File: config.mk
export PLATFORM = sky130hd
export DESIGN_NAME = rmth_ctrl
export DESIGN_NICKNAME = d
export VERILOG_FILES = /design/src/rmth_pkg.sv /design/src/rmth_ctrl.sv
export SDC_FILE = /design/constraint.sdc
export NUM_CORES = 1
export LEC_CHECK = 0
export CELL_PAD_IN_SITES_DETAIL_PLACEMENT = 1
export CELL_PAD_IN_SITES_GLOBAL_PLACEMENT = 1
export CORE_MARGIN = 5
export CORE_UTILIZATION = 39
export DETAILED_ROUTE_END_ITERATION = 8
export DONT_BUFFER_PORTS = 1
export GPL_TIMING_DRIVEN = 1
export HOLD_SLACK_MARGIN = 0.05
export PLACE_DENSITY = 0.66
export SLEW_MARGIN = 0
export SYNTH_ARGS = -nofsm -noshare
export SYNTH_HDL_FRONTEND = slang
export SYNTH_SLANG_ARGS = --single-unit
export TNS_END_PERCENT = 50
File: constraint.sdc
create_clock -name clk_i -period 2 [get_ports clk_i]
set_input_delay 0.4 -clock clk_i [delete_from_list [all_inputs] [get_ports clk_i]]
set_output_delay 0.4 -clock clk_i [all_outputs]
set_load 0.02 [all_outputs]
File: src/rmth_pkg.sv
// ----------------------------------------------------------------------------
// rmth_pkg
// Shared constants, datapath commands and status for the running median block.
// ----------------------------------------------------------------------------
`timescale 1ns / 1ps

package rmth_pkg;

  localparam int CAPACITY = 1024;
  localparam int SMP_W    = 32;
  localparam int MED_W    = 33;
  localparam int CNT_W    = 11;
  // heap index / size width: one heap holds up to CAPACITY/2 + 1 entries
  localparam int IDX_W    = $clog2(CAPACITY / 2 + 3);
  localparam int TOT_W    = IDX_W + 1;

  typedef enum logic [3:0] {
    OP_NONE,
    OP_LOAD,       // take a sample, pick the target heap
    OP_PUSH_INIT,  // open a hole at the end of the selected heap
    OP_UP_READ,    // read the parent of the hole
    OP_UP_MOVE,    // move parent down into the hole
    OP_WRITE_VAL,  // drop the carried value into the hole
    OP_BAL,        // pick the heap to pop for rebalancing
    OP_POP_INIT,   // shrink heap, read last entry
    OP_POP_TOP,    // carry last entry, read top
    OP_POP_SAVE,   // keep popped top, hole at root
    OP_DN_READ_L,  // read left child
    OP_DN_L,       // compare left child, read right child
    OP_DN_MOVE,    // move best child up into the hole
    OP_XFER,       // push popped value into the other heap
    OP_RD_TOPS,    // read lower top, then upper top
    OP_FIN         // load the output register
  } rmth_op_e;

  typedef struct packed {
    rmth_op_e op;
    logic     rd_upper; // for OP_RD_TOPS: second read of the pair
    logic     lat_upper; // latch upper top from read data
  } rmth_cmd_t;

  typedef struct packed {
    logic full;
    logic idx_zero;
    logic up_move;
    logic has_l;
    logic dn_move;
    logic need_bal;
  } rmth_stat_t;

endpackage

File: src/rmth_ctrl.sv
// ----------------------------------------------------------------------------
// rmth_ctrl
// Sequencer for insert, rebalance and top readout; owns both handshakes.
// ----------------------------------------------------------------------------
`timescale 1ns / 1ps

module rmth_ctrl import rmth_pkg::*; (
  input  logic       clk_i,
  input  logic       rst_ni,
  input  logic       in_valid_i,
  output logic       in_ready_o,
  output logic       out_valid_o,
  input  logic       out_ready_i,
  input  rmth_stat_t stat_i,
  output rmth_cmd_t  cmd_o
);

  typedef enum logic [4:0] {
    ST_IDLE, ST_CHK, ST_PUSH, ST_UP, ST_UP_STEP, ST_BAL, ST_POP, ST_POP_TOP,
    ST_POP_SAVE, ST_DN, ST_DN_L, ST_DN_R, ST_XFER, ST_RD_L, ST_RD_U, ST_LAT_U,
    ST_FIN
  } state_e;

  state_e state_q, state_d;
  logic   second_q, second_d;   // set while doing the rebalancing pop and push
  logic   out_valid_q, out_valid_d;
  logic   rd_l;

  state_e after_push;
  assign after_push = second_q ? ST_RD_L : ST_BAL;

  always_comb begin
    state_d     = state_q;
    second_d    = second_q;
    out_valid_d = out_valid_q && !out_ready_i;
    cmd_o       = '{op: OP_NONE, rd_upper: 1'b0, lat_upper: 1'b0};
    rd_l        = 1'b0;
    case (state_q)
      ST_IDLE: begin
        if (in_valid_i) begin
          cmd_o.op = OP_LOAD;
          second_d = 1'b0;
          state_d  = ST_CHK;
        end
      end
      ST_CHK: state_d = stat_i.full ? ST_FIN : ST_PUSH;
      ST_PUSH: begin
        cmd_o.op = OP_PUSH_INIT;
        state_d  = ST_UP;
      end
      // sift up
      ST_UP: begin
        if (stat_i.idx_zero) begin
          cmd_o.op = OP_WRITE_VAL;
          state_d  = after_push;
          rd_l     = second_q;
        end else begin
          cmd_o.op = OP_UP_READ;
          state_d  = ST_UP_STEP;
        end
      end
      ST_UP_STEP: begin
        if (stat_i.up_move) begin
          cmd_o.op = OP_UP_MOVE;
          state_d  = ST_UP;
        end else begin
          cmd_o.op = OP_WRITE_VAL;
          state_d  = after_push;
          rd_l     = second_q;
        end
      end
      ST_BAL: begin
        if (stat_i.need_bal) begin
          cmd_o.op = OP_BAL;
          second_d = 1'b1;
          state_d  = ST_POP;
        end else begin
          rd_l    = 1'b1;
          state_d = ST_RD_L;
        end
      end
      // pop
      ST_POP: begin
        cmd_o.op = OP_POP_INIT;
        state_d  = ST_POP_TOP;
      end
      ST_POP_TOP: begin
        cmd_o.op = OP_POP_TOP;
        state_d  = ST_POP_SAVE;
      end
      ST_POP_SAVE: begin
        cmd_o.op = OP_POP_SAVE;
        state_d  = ST_DN;
      end
      // sift down
      ST_DN: begin
        if (stat_i.has_l) begin
          cmd_o.op = OP_DN_READ_L;
          state_d  = ST_DN_L;
        end else begin
          cmd_o.op = OP_WRITE_VAL;
          state_d  = ST_XFER;
        end
      end
      ST_DN_L: begin
        cmd_o.op = OP_DN_L;
        state_d  = ST_DN_R;
      end
      ST_DN_R: begin
        if (stat_i.dn_move) begin
          cmd_o.op = OP_DN_MOVE;
          state_d  = ST_DN;
        end else begin
          cmd_o.op = OP_WRITE_VAL;
          state_d  = ST_XFER;
        end
      end
      ST_XFER: begin
        cmd_o.op = OP_XFER;
        state_d  = ST_PUSH;
      end
      // top readout: lower top first, then upper top
      ST_RD_L: begin
        cmd_o.op       = OP_RD_TOPS;
        cmd_o.rd_upper = 1'b0;
        state_d        = ST_RD_U;
      end
      ST_RD_U: begin
        cmd_o.op       = OP_RD_TOPS;
        cmd_o.rd_upper = 1'b1;
        state_d        = ST_LAT_U;
      end
      ST_LAT_U: begin
        cmd_o.lat_upper = 1'b1;
        state_d         = ST_FIN;
      end
      ST_FIN: begin
        if (!out_valid_q || out_ready_i) begin
          cmd_o.op    = OP_FIN;
          out_valid_d = 1'b1;
          state_d     = ST_IDLE;
        end
      end
      default: state_d = ST_IDLE;
    endcase
    // the last write of an insert holds the memory port, so the lower top
    // read is issued from ST_RD_L after it
    if (rd_l) begin
      state_d = ST_RD_L;
    end
  end

  // state and registered outputs
  always_ff @(posedge clk_i or negedge rst_ni) begin
    if (!rst_ni) begin
      state_q     <= ST_IDLE;
      second_q    <= 1'b0;
      out_valid_q <= 1'b0;
    end else begin
      state_q     <= state_d;
      second_q    <= second_d;
      out_valid_q <= out_valid_d;
    end
  end

  assign in_ready_o  = state_q == ST_IDLE;
  assign out_valid_o = out_valid_q;

endmodule

==> results.md, run 1 <==
- Via count: 893
- Row cnt: 15
- Worst EP required: 1.60 ns
- First-pass GRT wire length: ~5.2 mm
- Initial antenna violation count: 0
- Failing checks: negative setup slack
- Switching share of total power: 47.9%
- Commonest non-fill, non-tap cell in the layout: buf_4
- Average wire per standard cell: approximately 21 microns
- Flop pwr share: approximately 16%
- CP Max Fanout: 4
- Worst-Skew Late Latency: about 0.25 ns
- PnR worst setup slack: -0.230 ns
- Layout cells sized above 1: approximately 52%
- Post-synth EDFFs: 0
- Cells after Synth: 93
- Slew Limit Headroom: 68.5%
- Internal: roughly 0.00099 W
- Crit path capture type: output port
- Post-DP HPWL: ~1.9 mm
- Slew @ Worst Pin: about 0.47 ns
- RSZ-0062 raised after global routing: yes
- Diodes inserted: 0
- Final antenna-violating net count: 0
- Synthesis Warnings: 0
- Setup slack, reg-to-reg: approximately 0.23 ns
- Max VDD drop: between 1 and 1.5 mV
- Drc violations: 0
- Ys async rst share: between 90% and 100%
- Nets: about 140
- CTS tree: built
- Commonest non-fill, non-tap cells in the layout: buf_4 (32), nand2_1 (10), a21oi_1 (7)
- Setup Skew: between 0.0006 and 0.0007 ns
- 1st-iter DRT viols: 24
- Fmax: 448 MHz
- Sequential element share of the synthesized area: between 20% and 30%
- Static Leak: between 0.4 and 0.5 nW
- Io pins: 18
- DR vias/cell: ~5.9
- Top post-synthesis cells by area: dfrtp_1 (25%), nand2_1 (5.8%), a21oi_1 (4.9%)
- Final setup vio count: 5
- Drt pass-1 iters: 4
- Mapped Avg Cell Area: between 7 and 8 sq um
- Clock slew seen by the registers of the worst setup and hold paths: ~0.05 ns
- Combinational share of power: 77.6%
- Total number of H-tree levels: 1
- Tmin final: between 2 and 2.5 ns
- Final Max Slew Viols: 0
- Core area: roughly 0.0017 sq mm
- Final Hold Vio Count: 0
- Die area: between 0.002 and 0.003 sq mm
- M3 GR Usage: 7.98%
- Main synth FF type: dfrtp_1
- Status: finished with violations
- Max Cap Violations: 0
- Layout Utilization: between 60% and 70%
- Filler cells: around 220
- Die width: approximately 53 microns
- CTS root buf: clkbuf_4
- Worst slack, placed: -0.0191 ns
- GRT Residual Overflow: 0
- Synth unique cells: 39
- PD cells: roughly 1700 mW/mm^2
- Pin count of the biggest net entering global routing: 10
- Die H: 52.8 microns
- Pwr Total: 0.00189 W
- Port Buffers: 0
- Yosys top cell area share: between 20% and 30%
- Starting Density: 41.3%
- CTS sink count: 7
- Vias in the first global route: around 1000
- Peak-usage layer in the global routing report: met2
- Setup TNS: -0.761 ns
- WS Path Type: reg2out
- Psw: a little over 0.0009 W
- #FFs+latches synth: 7
- Synth-to-layout area growth: 56.8%
- Post-synth net total: slightly above 100
- Post-synthesis instance area: roughly 710 sq um
- Routed wire length: around 3.2 mm
- Grt met2 use: between 40% and 50%
- Num CTS Buffers: 3
- Top cell type by total area after synthesis: dfrtp_1
- Min-delay worst type: in2reg
- Period utilization: 112%
- GRT Util Overall: a little over a quarter
- Worst Path Arrival: around 1.8 ns
- Startpoint types: flip-flop
- Met1 usage: 28.9%
- Power share of the clock group: 6.8%
- Clk buf depth: 2
- Placer Congestion: slightly above 0.8
## path summary, 6_finish.rpt
path	from	endpoint	depth (start not counted)
worst max-delay path	state_q[1]$_DFFE_PN0P_	cmd_o[2]	5
worst min-delay path	stat_i[0]	second_q$_DFFE_PN0P_	1
worst max register to register	state_q[1]$_DFFE_PN0P_	second_q$_DFFE_PN0P_	7
worst min register to register	second_q$_DFFE_PN0P_	state_q[3]$_DFFE_PN0P_	1
max in group asynchronous	rst_ni	state_q[0]$_DFFE_PN0P_	1
min in group asynchronous	rst_ni	out_valid_o$_DFF_PN0_	1
## power groups by stage
stage	Combinational (W)	Sequential, W	Clock [W]
detailed placement	0.00102	0.000300	0
global route	0.00156	0.000303	0.000149
global placement	0.00101	0.000299	0
finish	0.00147	0.000294	0.000129
floorplan	0.000723	0.000236	0
CTS	0.00133	0.000280	0.000129
## sequential cells by signal, summed over array words and instances, names as in the netlist
signal,cells
state_q,5
out_valid_o,1
second_q,1
## Yosys cell counts, drive strengths merged, types with 2 or more instances
library cell / count
nand2: 11
nor3: 9
a21oi: 7
buf: 7
dfrtp: 7
inv: 6
nand2b: 4
nor2: 4
nand3: 3
nand3b: 3
nand4: 3
o21ai: 3
a22o: 2
a2bb2oi: 2
o211ai: 2
or3: 2
## worst max-delay path, cell delays in order (launching register included)
cell and delay [ns]:
dfrtp_2 0.44, buf_4 0.17, nor4_1 0.36, nand3_1 0.25, o311ai_1 0.16, buf_4 0.20
## kinds of logic (layout without fill, tap and decap cells)
group / count (synthesis) / in the layout / synth area share (%)
and+or+nand+nor: 47 / 47 / 39.5
AOI/OAI and AO/OA: 25 / 25 / 26.1
buffers and inverters: 14 / 47 / 9.82
DFF: 7 / 7 / 24.6
## layer usage
metal / vias to the layer above / share of wire, %
met5: - / 0
met4: 0 / 2.9
met3: 10 / 5.1
met2: 41 / 53
met1: 432 / 39
li1: 410 / -
## through the flow
step | instances | hold WS [ns] | area, sq um
floorplan | 93 | 0.104 | 713
global placement | 131 | 0.105 | 855
detailed placement | 131 | 0.105 | 855
CTS | 150 | 0.289 | 1070
global route | 151 | 0.295 | 1120
finish | 151 | 0.294 | 1120
## what timing repair did
action                                 CTS  global route
setup endpoints to repair                7             7
pin swaps                                9             9
gates cloned                             0             0
buffers inserted                        14             2
resized for setup                       20            10
hold buffers                             1             0
endpoints found under the hold margin    7             0
## final cells by class
type                            count  area, sq um  area share (%)
Sequential cell                     7          181            16.2
Timing Repair Buffer               37          295            26.4
Tap cell                           25         31.3            2.80
Clock buffer                        4         26.3            2.35
Multi-Input combinational cell     72          562            50.2
Inverter                            6         22.5            2.01
Note: power is estimated with default switching activity, not from simulation.
==> run 2, diff against run 1 <==
==> constraint.sdc (replaced) <==
create_clock -name clk_i -period 2 [get_ports clk_i]
set_input_delay 0.2 -clock clk_i [delete_from_list [all_inputs] [get_ports clk_i]]
set_output_delay 0.2 -clock clk_i [all_outputs]
set_load 0.02 [all_outputs]
==> results.md, run 2 (same netlist as run 1, synthesis figures left out) <==
- Status: finished, final reports clean
- GRT Residual Overflow: 0 (unchanged)
- Final antenna-violating net count: 0 (unchanged)
- Synth-to-layout area growth: 22.5%
- Diodes inserted: 0 (unchanged)
- Reg2reg start: state_q[1]$_DFFE_PN0P_
- Clk buf depth: 2 (unchanged)
- Startpoint types: flip-flop
- Final Max Slew Viols: 0 (unchanged)
- Reg2reg end: second_q$_DFFE_PN0P_
- Max reg flops: 5 (unchanged)
- GRT Util Overall: 20.4% (-5.7 points)
- Switching share of total power: 51.1% (+3.2 points)
- Row cnt: 15 (unchanged)
- Commonest non-fill, non-tap cell in the layout: buf_4
- Pin count of the biggest net entering global routing: 15 (+5)
- Slew @ Worst Pin: 0.477 ns (+0.00798 ns)
- Starting Density: 41.3% (unchanged)
- Min-delay worst type: in2reg
- Routed wire length: 2.45 mm (-24%)
- Die width: 52.8 microns (unchanged)
- Period utilization: 99.7% (-12 points)
- Via count: 765 (-14%)
- Worst hold slack: 0.0976 ns (-0.197 ns)
- Reg2reg path depth: 5 (-2)
- CTS tree: built
- Fmax: 502 MHz (+12%)
- Post-DP HPWL: 1.76 mm (-7.0%)
- First-pass GRT wire length: 4.08 mm (-21%)
- Average wire per standard cell: 19.0 microns (-11%)
- Worst Path Arrival: 1.79 ns (-0.04 ns)
- Final Hold Vio Count: 0 (unchanged)
- Tmin final: 1.99 ns (-0.237 ns)
- Filler cells: 230 (+7.0%)
- Die area: 0.00278 sq mm (unchanged)
- Hold_sp: stat_i[0]
- Die H: 52.8 microns (unchanged)
- Layout cells sized above 1: 31.7% (-21 points)
- Total number of H-tree levels: 1 (unchanged)
- Vias in the first global route: 818 (-20%)
- Final setup vio count: 0 (-5)
- Placer Congestion: 0.870 (+7.5%)
- Power share of the clock group: 9.4% (+2.6 points)
- Nets: 115 (-16%)
- CTS root buf: clkbuf_4
- Worst EP required: 1.80 ns (+0.20 ns)
- RSZ-0062 raised after global routing: yes
- PD cells: 1670 mW/mm^2 (-1.6%)
- Crit path capture type: output port
- Clock slew seen by the registers of the worst setup and hold paths: 0.06 ns (about the same)
- WS Path Type: reg2out
- Drc violations: 0 (unchanged)
- Static Leak: 0.359 nW (-27%)
- 1st-iter DRT viols: 10 (-58%)
- Max Cap Violations: 0 (unchanged)
- Io pins: 18 (unchanged)
- Num CTS Buffers: 3 (unchanged)
- Core area: 0.00173 sq mm (unchanged)
- Psw: 0.000743 W (-18%)
- Internal: 0.000711 W (-28%)
- Max VDD drop: 0.718 mV (-42%)
- Placed cells: 121 (-7.6%)
- DR vias/cell: 5.93 (+0.28%)
- Worst hold path cell count: 1 (unchanged)
- Setup Skew: 0.00189 ns (+0.00128 ns)
- Drt pass-1 iters: 4 (unchanged)
- Combinational share of power: 67.8% (-9.8 points)
- Worst-Skew Late Latency: 0.26 ns (about the same)
- Initial antenna violation count: 0 (unchanged)
- Port Buffers: 0 (unchanged)
- Setup slack, reg-to-reg: 0.40 ns (+0.17 ns)
- Hold Path Sink: second_q$_DFFE_PN0P_
- CP Max Fanout: 8 (+4)
- Final Non-Filler Cells: 129 (-15%)
- Flop pwr share: 22.8% (+7.3 points)
- Slew Limit Headroom: 68.2% (-0.30 points)
- CTS sink count: 7 (unchanged)
- Commonest non-fill, non-tap cells in the layout: buf_4 (14), nand2_1 (11), a21oi_1 (7)
- Largest Register: state_q
==> run 2: critical path: stages (launching register included) <==
cell	delay (ns)
dfrtp_2	0.47
or2b_4	0.28
a211o_4	0.12
nand2_1	0.08
or4b_4	0.58
==> run 2: area by class of cell <==
type | instances | area [sq um] | area share (%)
multi-input combinational | 72 | 497 | 56.9
timing repair buffer | 15 | 115 | 13.2
inverter | 6 | 22.5 | 2.58
clock buffer | 4 | 26.3 | 3.01
sequential | 7 | 181 | 20.8
tap | 25 | 31.3 | 3.58
==> run 2: power by group through the flow <==
stage,registers (W),clock network (W),logic [W]
2_1_floorplan,0.000236,0,0.000723
3_3_place_gp,0.000316,0,0.000853
3_5_place_dp,0.000316,0,0.000864
4_1_cts,0.000327,0.000140,0.000917
5_1_grt,0.000343,0.000154,0.00107
6_report,0.000332,0.000137,0.000986
==> run 2: metrics by stage <==
stage	util, %	TNS (ns)	power, W	setup WS, ns	instance area, sq um
after CTS	48.6	0	0.00138	0.00684	838
final	50.6	0	0.00145	0.00631	873
after floorplan	-	0	0.000959	0.365	713
after global placement	45.1	0	0.00117	0.177	779
after global routing	50.6	-0.132	0.00156	-0.0458	873
after detailed placement	45.1	0	0.00118	0.163	779
==> run 2: worst max path at each step <==
stage                                 from       end
floorplan           state_q[2]$_DFFE_PN0P_  cmd_o[4]
global placement    state_q[2]$_DFFE_PN0P_  cmd_o[4]
detailed placement  state_q[4]$_DFFE_PN0P_  cmd_o[4]
CTS                 state_q[2]$_DFFE_PN0P_  cmd_o[4]
global route        state_q[1]$_DFFE_PN0P_  cmd_o[2]
finish              state_q[2]$_DFFE_PN0P_  cmd_o[4]
==> run 2: repair_timing <==
item                                   4_1_cts  5_1_grt
endpoints found under the hold margin        7        0
setup endpoints to repair                    2        4
buffers inserted                             0        3
hold buffers                                 1        0
gates resized for setup                      7        3
pin swaps                                    2        1
==> run 2: layer usage <==
layer / vias up / routed length, microns / global-route usage, %
met5: - / 0 / 0
met4: 0 / 71 / 7.66
met3: 6 / 135 / 6.55
met2: 21 / 1160 / 34.5
met1: 370 / 1080 / 23.5
li1: 368 / - / -
==> run 3, diff against run 2 <==
--- a/config.mk
+++ b/config.mk
@@ -9,9 +9,10 @@
 export CELL_PAD_IN_SITES_GLOBAL_PLACEMENT = 1
 export CORE_MARGIN = 5
 export CORE_UTILIZATION = 39
+export CTS_BUF_LIST = sky130_fd_sc_hd__clkbuf_8
 export DETAILED_ROUTE_END_ITERATION = 8
 export DONT_BUFFER_PORTS = 1
-export GPL_TIMING_DRIVEN = 1
+export GPL_TIMING_DRIVEN = 0
 export HOLD_SLACK_MARGIN = 0.05
 export PLACE_DENSITY = 0.66
 export SLEW_MARGIN = 0
==> results.md, run 3 (same netlist as run 1, synthesis figures left out) <==
- Status: finished, final reports clean
- WS Path Type: reg2out
- Slowest cell on crit path: or4b_4
- Io pins: 18 (unchanged)
- Placer Congestion: 0.835 (-3.9%)
- Placed cell area: 744 sq um (-4.5%)
- PD cells: 1700 mW/mm^2 (+2.3%)
- Slew @ Worst Pin: 0.429 ns (-0.0475 ns)
- Synth-to-layout area growth: 21.6%
- Setup Skew: 0.000212 ns (-0.00168 ns)
- Final Non-Filler Cells: 123 (-4.7%)
- Commonest non-fill, non-tap cells in the layout: nand2_1 (11), inv_1 (7), a21oi_1 (7)
- Largest Register: state_q
- Total number of H-tree levels: 1 (unchanged)
- CTS sink count: 7 (unchanged)
- Worst Path Arrival: 1.74 ns (-0.05 ns)
- Max Cap Violations: 0 (unchanged)
- Crit path max-delay family: simple AND/OR/NAND/NOR gates
- Fmax: 516 MHz (+2.9%)
- Die H: 52.8 microns (unchanged)
- Worst slack, placed: 0.139 ns (-0.0239 ns)
- Clock slew seen by the registers of the worst setup and hold paths: 0.04 ns (-0.02 ns)
- Worst hold path cell count: 1 (unchanged)
- PnR worst setup slack: 0.0633 ns (+0.0570 ns)
- Final non-filler cell area: 867 sq um (-0.72%)
- Pin count of the biggest net entering global routing: 11 (-4)
- Die area: 0.00278 sq mm (unchanged)
- Placed cells: 118 (-2.5%)
- GRT Residual Overflow: 0 (unchanged)
- Core area: 0.00173 sq mm (unchanged)
- Worst EP required: 1.80 ns (about the same)
- Commonest non-fill, non-tap cell in the layout: nand2_1
- Post-DP HPWL: 1.79 mm (+2.2%)
- Static Leak: 0.352 nW (-2.0%)
- Final antenna-violating net count: 0 (unchanged)
- Starting Density: 41.3% (unchanged)
- Slew Limit Headroom: 71.2% (+3.1 points)
- Max reg flops: 5 (unchanged)
- DR vias/cell: 6.24 (+5.2%)
- Tmin final: 1.94 ns (-0.0570 ns)
- Die width: 52.8 microns (unchanged)
- Startpoint types: flip-flop
- Vias in the first global route: 822 (+0.49%)
- Final setup vio count: 0 (unchanged)
- Period utilization: 96.8% (-2.8 points)
- Worst path depth: 4 (unchanged)
- Routed wire length: 2.43 mm (-0.78%)
- Average wire per standard cell: 19.7 microns (+4.1%)
- Num CTS Buffers: 3 (unchanged)
- Worst hold slack: 0.119 ns (+0.0212 ns)
- Bufs and invs on worst path: 0 (unchanged)
- Via count: 767 (+0.26%)
- RSZ-0062 raised after global routing: yes
- Drt pass-1 iters: 4 (unchanged)
- Row cnt: 15 (unchanged)
- Final Hold Vio Count: 0 (unchanged)
- Drc violations: 0 (unchanged)
- CP Max Fanout: 7 (-1)
- Setup bufs post-CTS: 0 (unchanged)
- Clk buf depth: 2 (unchanged)
- Critical path, cell by cell: or2b_4 -> a211o_4 -> nand2_1 -> or4b_4
- Layout cells sized above 1: 26.5% (-5.2 points)
- Initial antenna violation count: 0 (unchanged)
- Diodes inserted: 0 (unchanged)
- Worst-Skew Late Latency: 0.23 ns (-0.03 ns)
- GRT Util Overall: 19.8% (-0.62 points)
- CTS tree: built
- Final Max Slew Viols: 0 (unchanged)
- 1st-iter DRT viols: 13 (+3)
- Reg2reg path depth: 5 (unchanged)
- First-pass GRT wire length: 3.97 mm (-2.7%)
- CTS root buf: clkbuf_8
- Min-delay worst type: in2reg
- Port Buffers: 0 (unchanged)
- Max VDD drop: 1.07 mV (+49%)
- Nets: 109 (-5.2%)
- CP max stage delay: 0.59 ns (about the same)
- Crit path capture type: output port
## run 3: cell count changes in the layout (fill, tap and decap cells not counted), moves of 3 or more
cell and change:
clkbuf_8 +3, nor3_1 -3, nor3_2 +3, clkbuf_4 -3, dfrtp_1 +4, buf_4 -13
buf_2 +5, dfrtp_2 -4
## run 3: worst paths after layout
path                                   startpoint                      to  slack (ns)
max                        state_q[2]$_DFFE_PN0P_                cmd_o[4]        0.06
min                                     stat_i[0]    second_q$_DFFE_PN0P_        0.12
max reg2reg                state_q[0]$_DFFE_PN0P_    second_q$_DFFE_PN0P_        0.26
min reg2reg                  second_q$_DFFE_PN0P_    second_q$_DFFE_PN0P_        0.53
max in group asynchronous                  rst_ni  state_q[2]$_DFFE_PN0P_        1.43
min in group asynchronous                  rst_ni    second_q$_DFFE_PN0P_        0.31
## run 3: what timing repair did
| item | in CTS | in global routing |
|---|---|---|
| hold buffers | 1 | 0 |
| endpoints found under the hold margin | 7 | 0 |
| pin swaps | 0 | 2 |
| endpoints found under the setup margin | 2 | 5 |
| resized for setup | 3 | 10 |
## run 3: metal layers
| metal | vias to the layer above | GRT usage [%] | part of all wire [%] |
|---|---|---|---|
| li1 | 358 | - | - |
| met5 | - | 0 | 0 |
| met3 | 4 | 8.55 | 8.7 |
| met2 | 43 | 31.4 | 47 |
| met4 | 0 | 5.53 | 1.1 |
| met1 | 362 | 23.9 | 43 |
## run 3: report_power, final
| part | total (W) | switching, W | internal [W] |
|---|---|---|---|
| Clock | 0.000193 | 0.0000601 | 0.000133 |
| Sequential | 0.000253 | 0.0000531 | 0.000200 |
| Combinational | 0.00103 | 0.000659 | 0.000373 |
## run 3: worst register-to-register path, stage by stage, from the launching register on
cell	delay (ns)
dfrtp_1	0.38
buf_4	0.18
or3_4	0.40
nor3_2	0.35
nand2_1	0.12
a22o_1	0.19
## run 3: through the flow
stage,setup TNS (ns),util [%],total power [W]
2_1_floorplan,0,-,0.000959
3_3_place_gp,0,43.1,0.00114
3_5_place_dp,0,43.1,0.00115
4_1_cts,-0.00461,47.3,0.00140
5_1_grt,-0.0119,50.2,0.00159
6_report,0,50.2,0.00148
## run 3: layout make-up
class	instances	area [sq um]
buffer	8	48.8
clock buffer	3	41.3
clock inverter	1	3.75
fill	224	860
inverter	6	22.5
multi-input combinational	72	533
sequential	7	176
tap	25	31.3
timing repair buffer	1	10.0
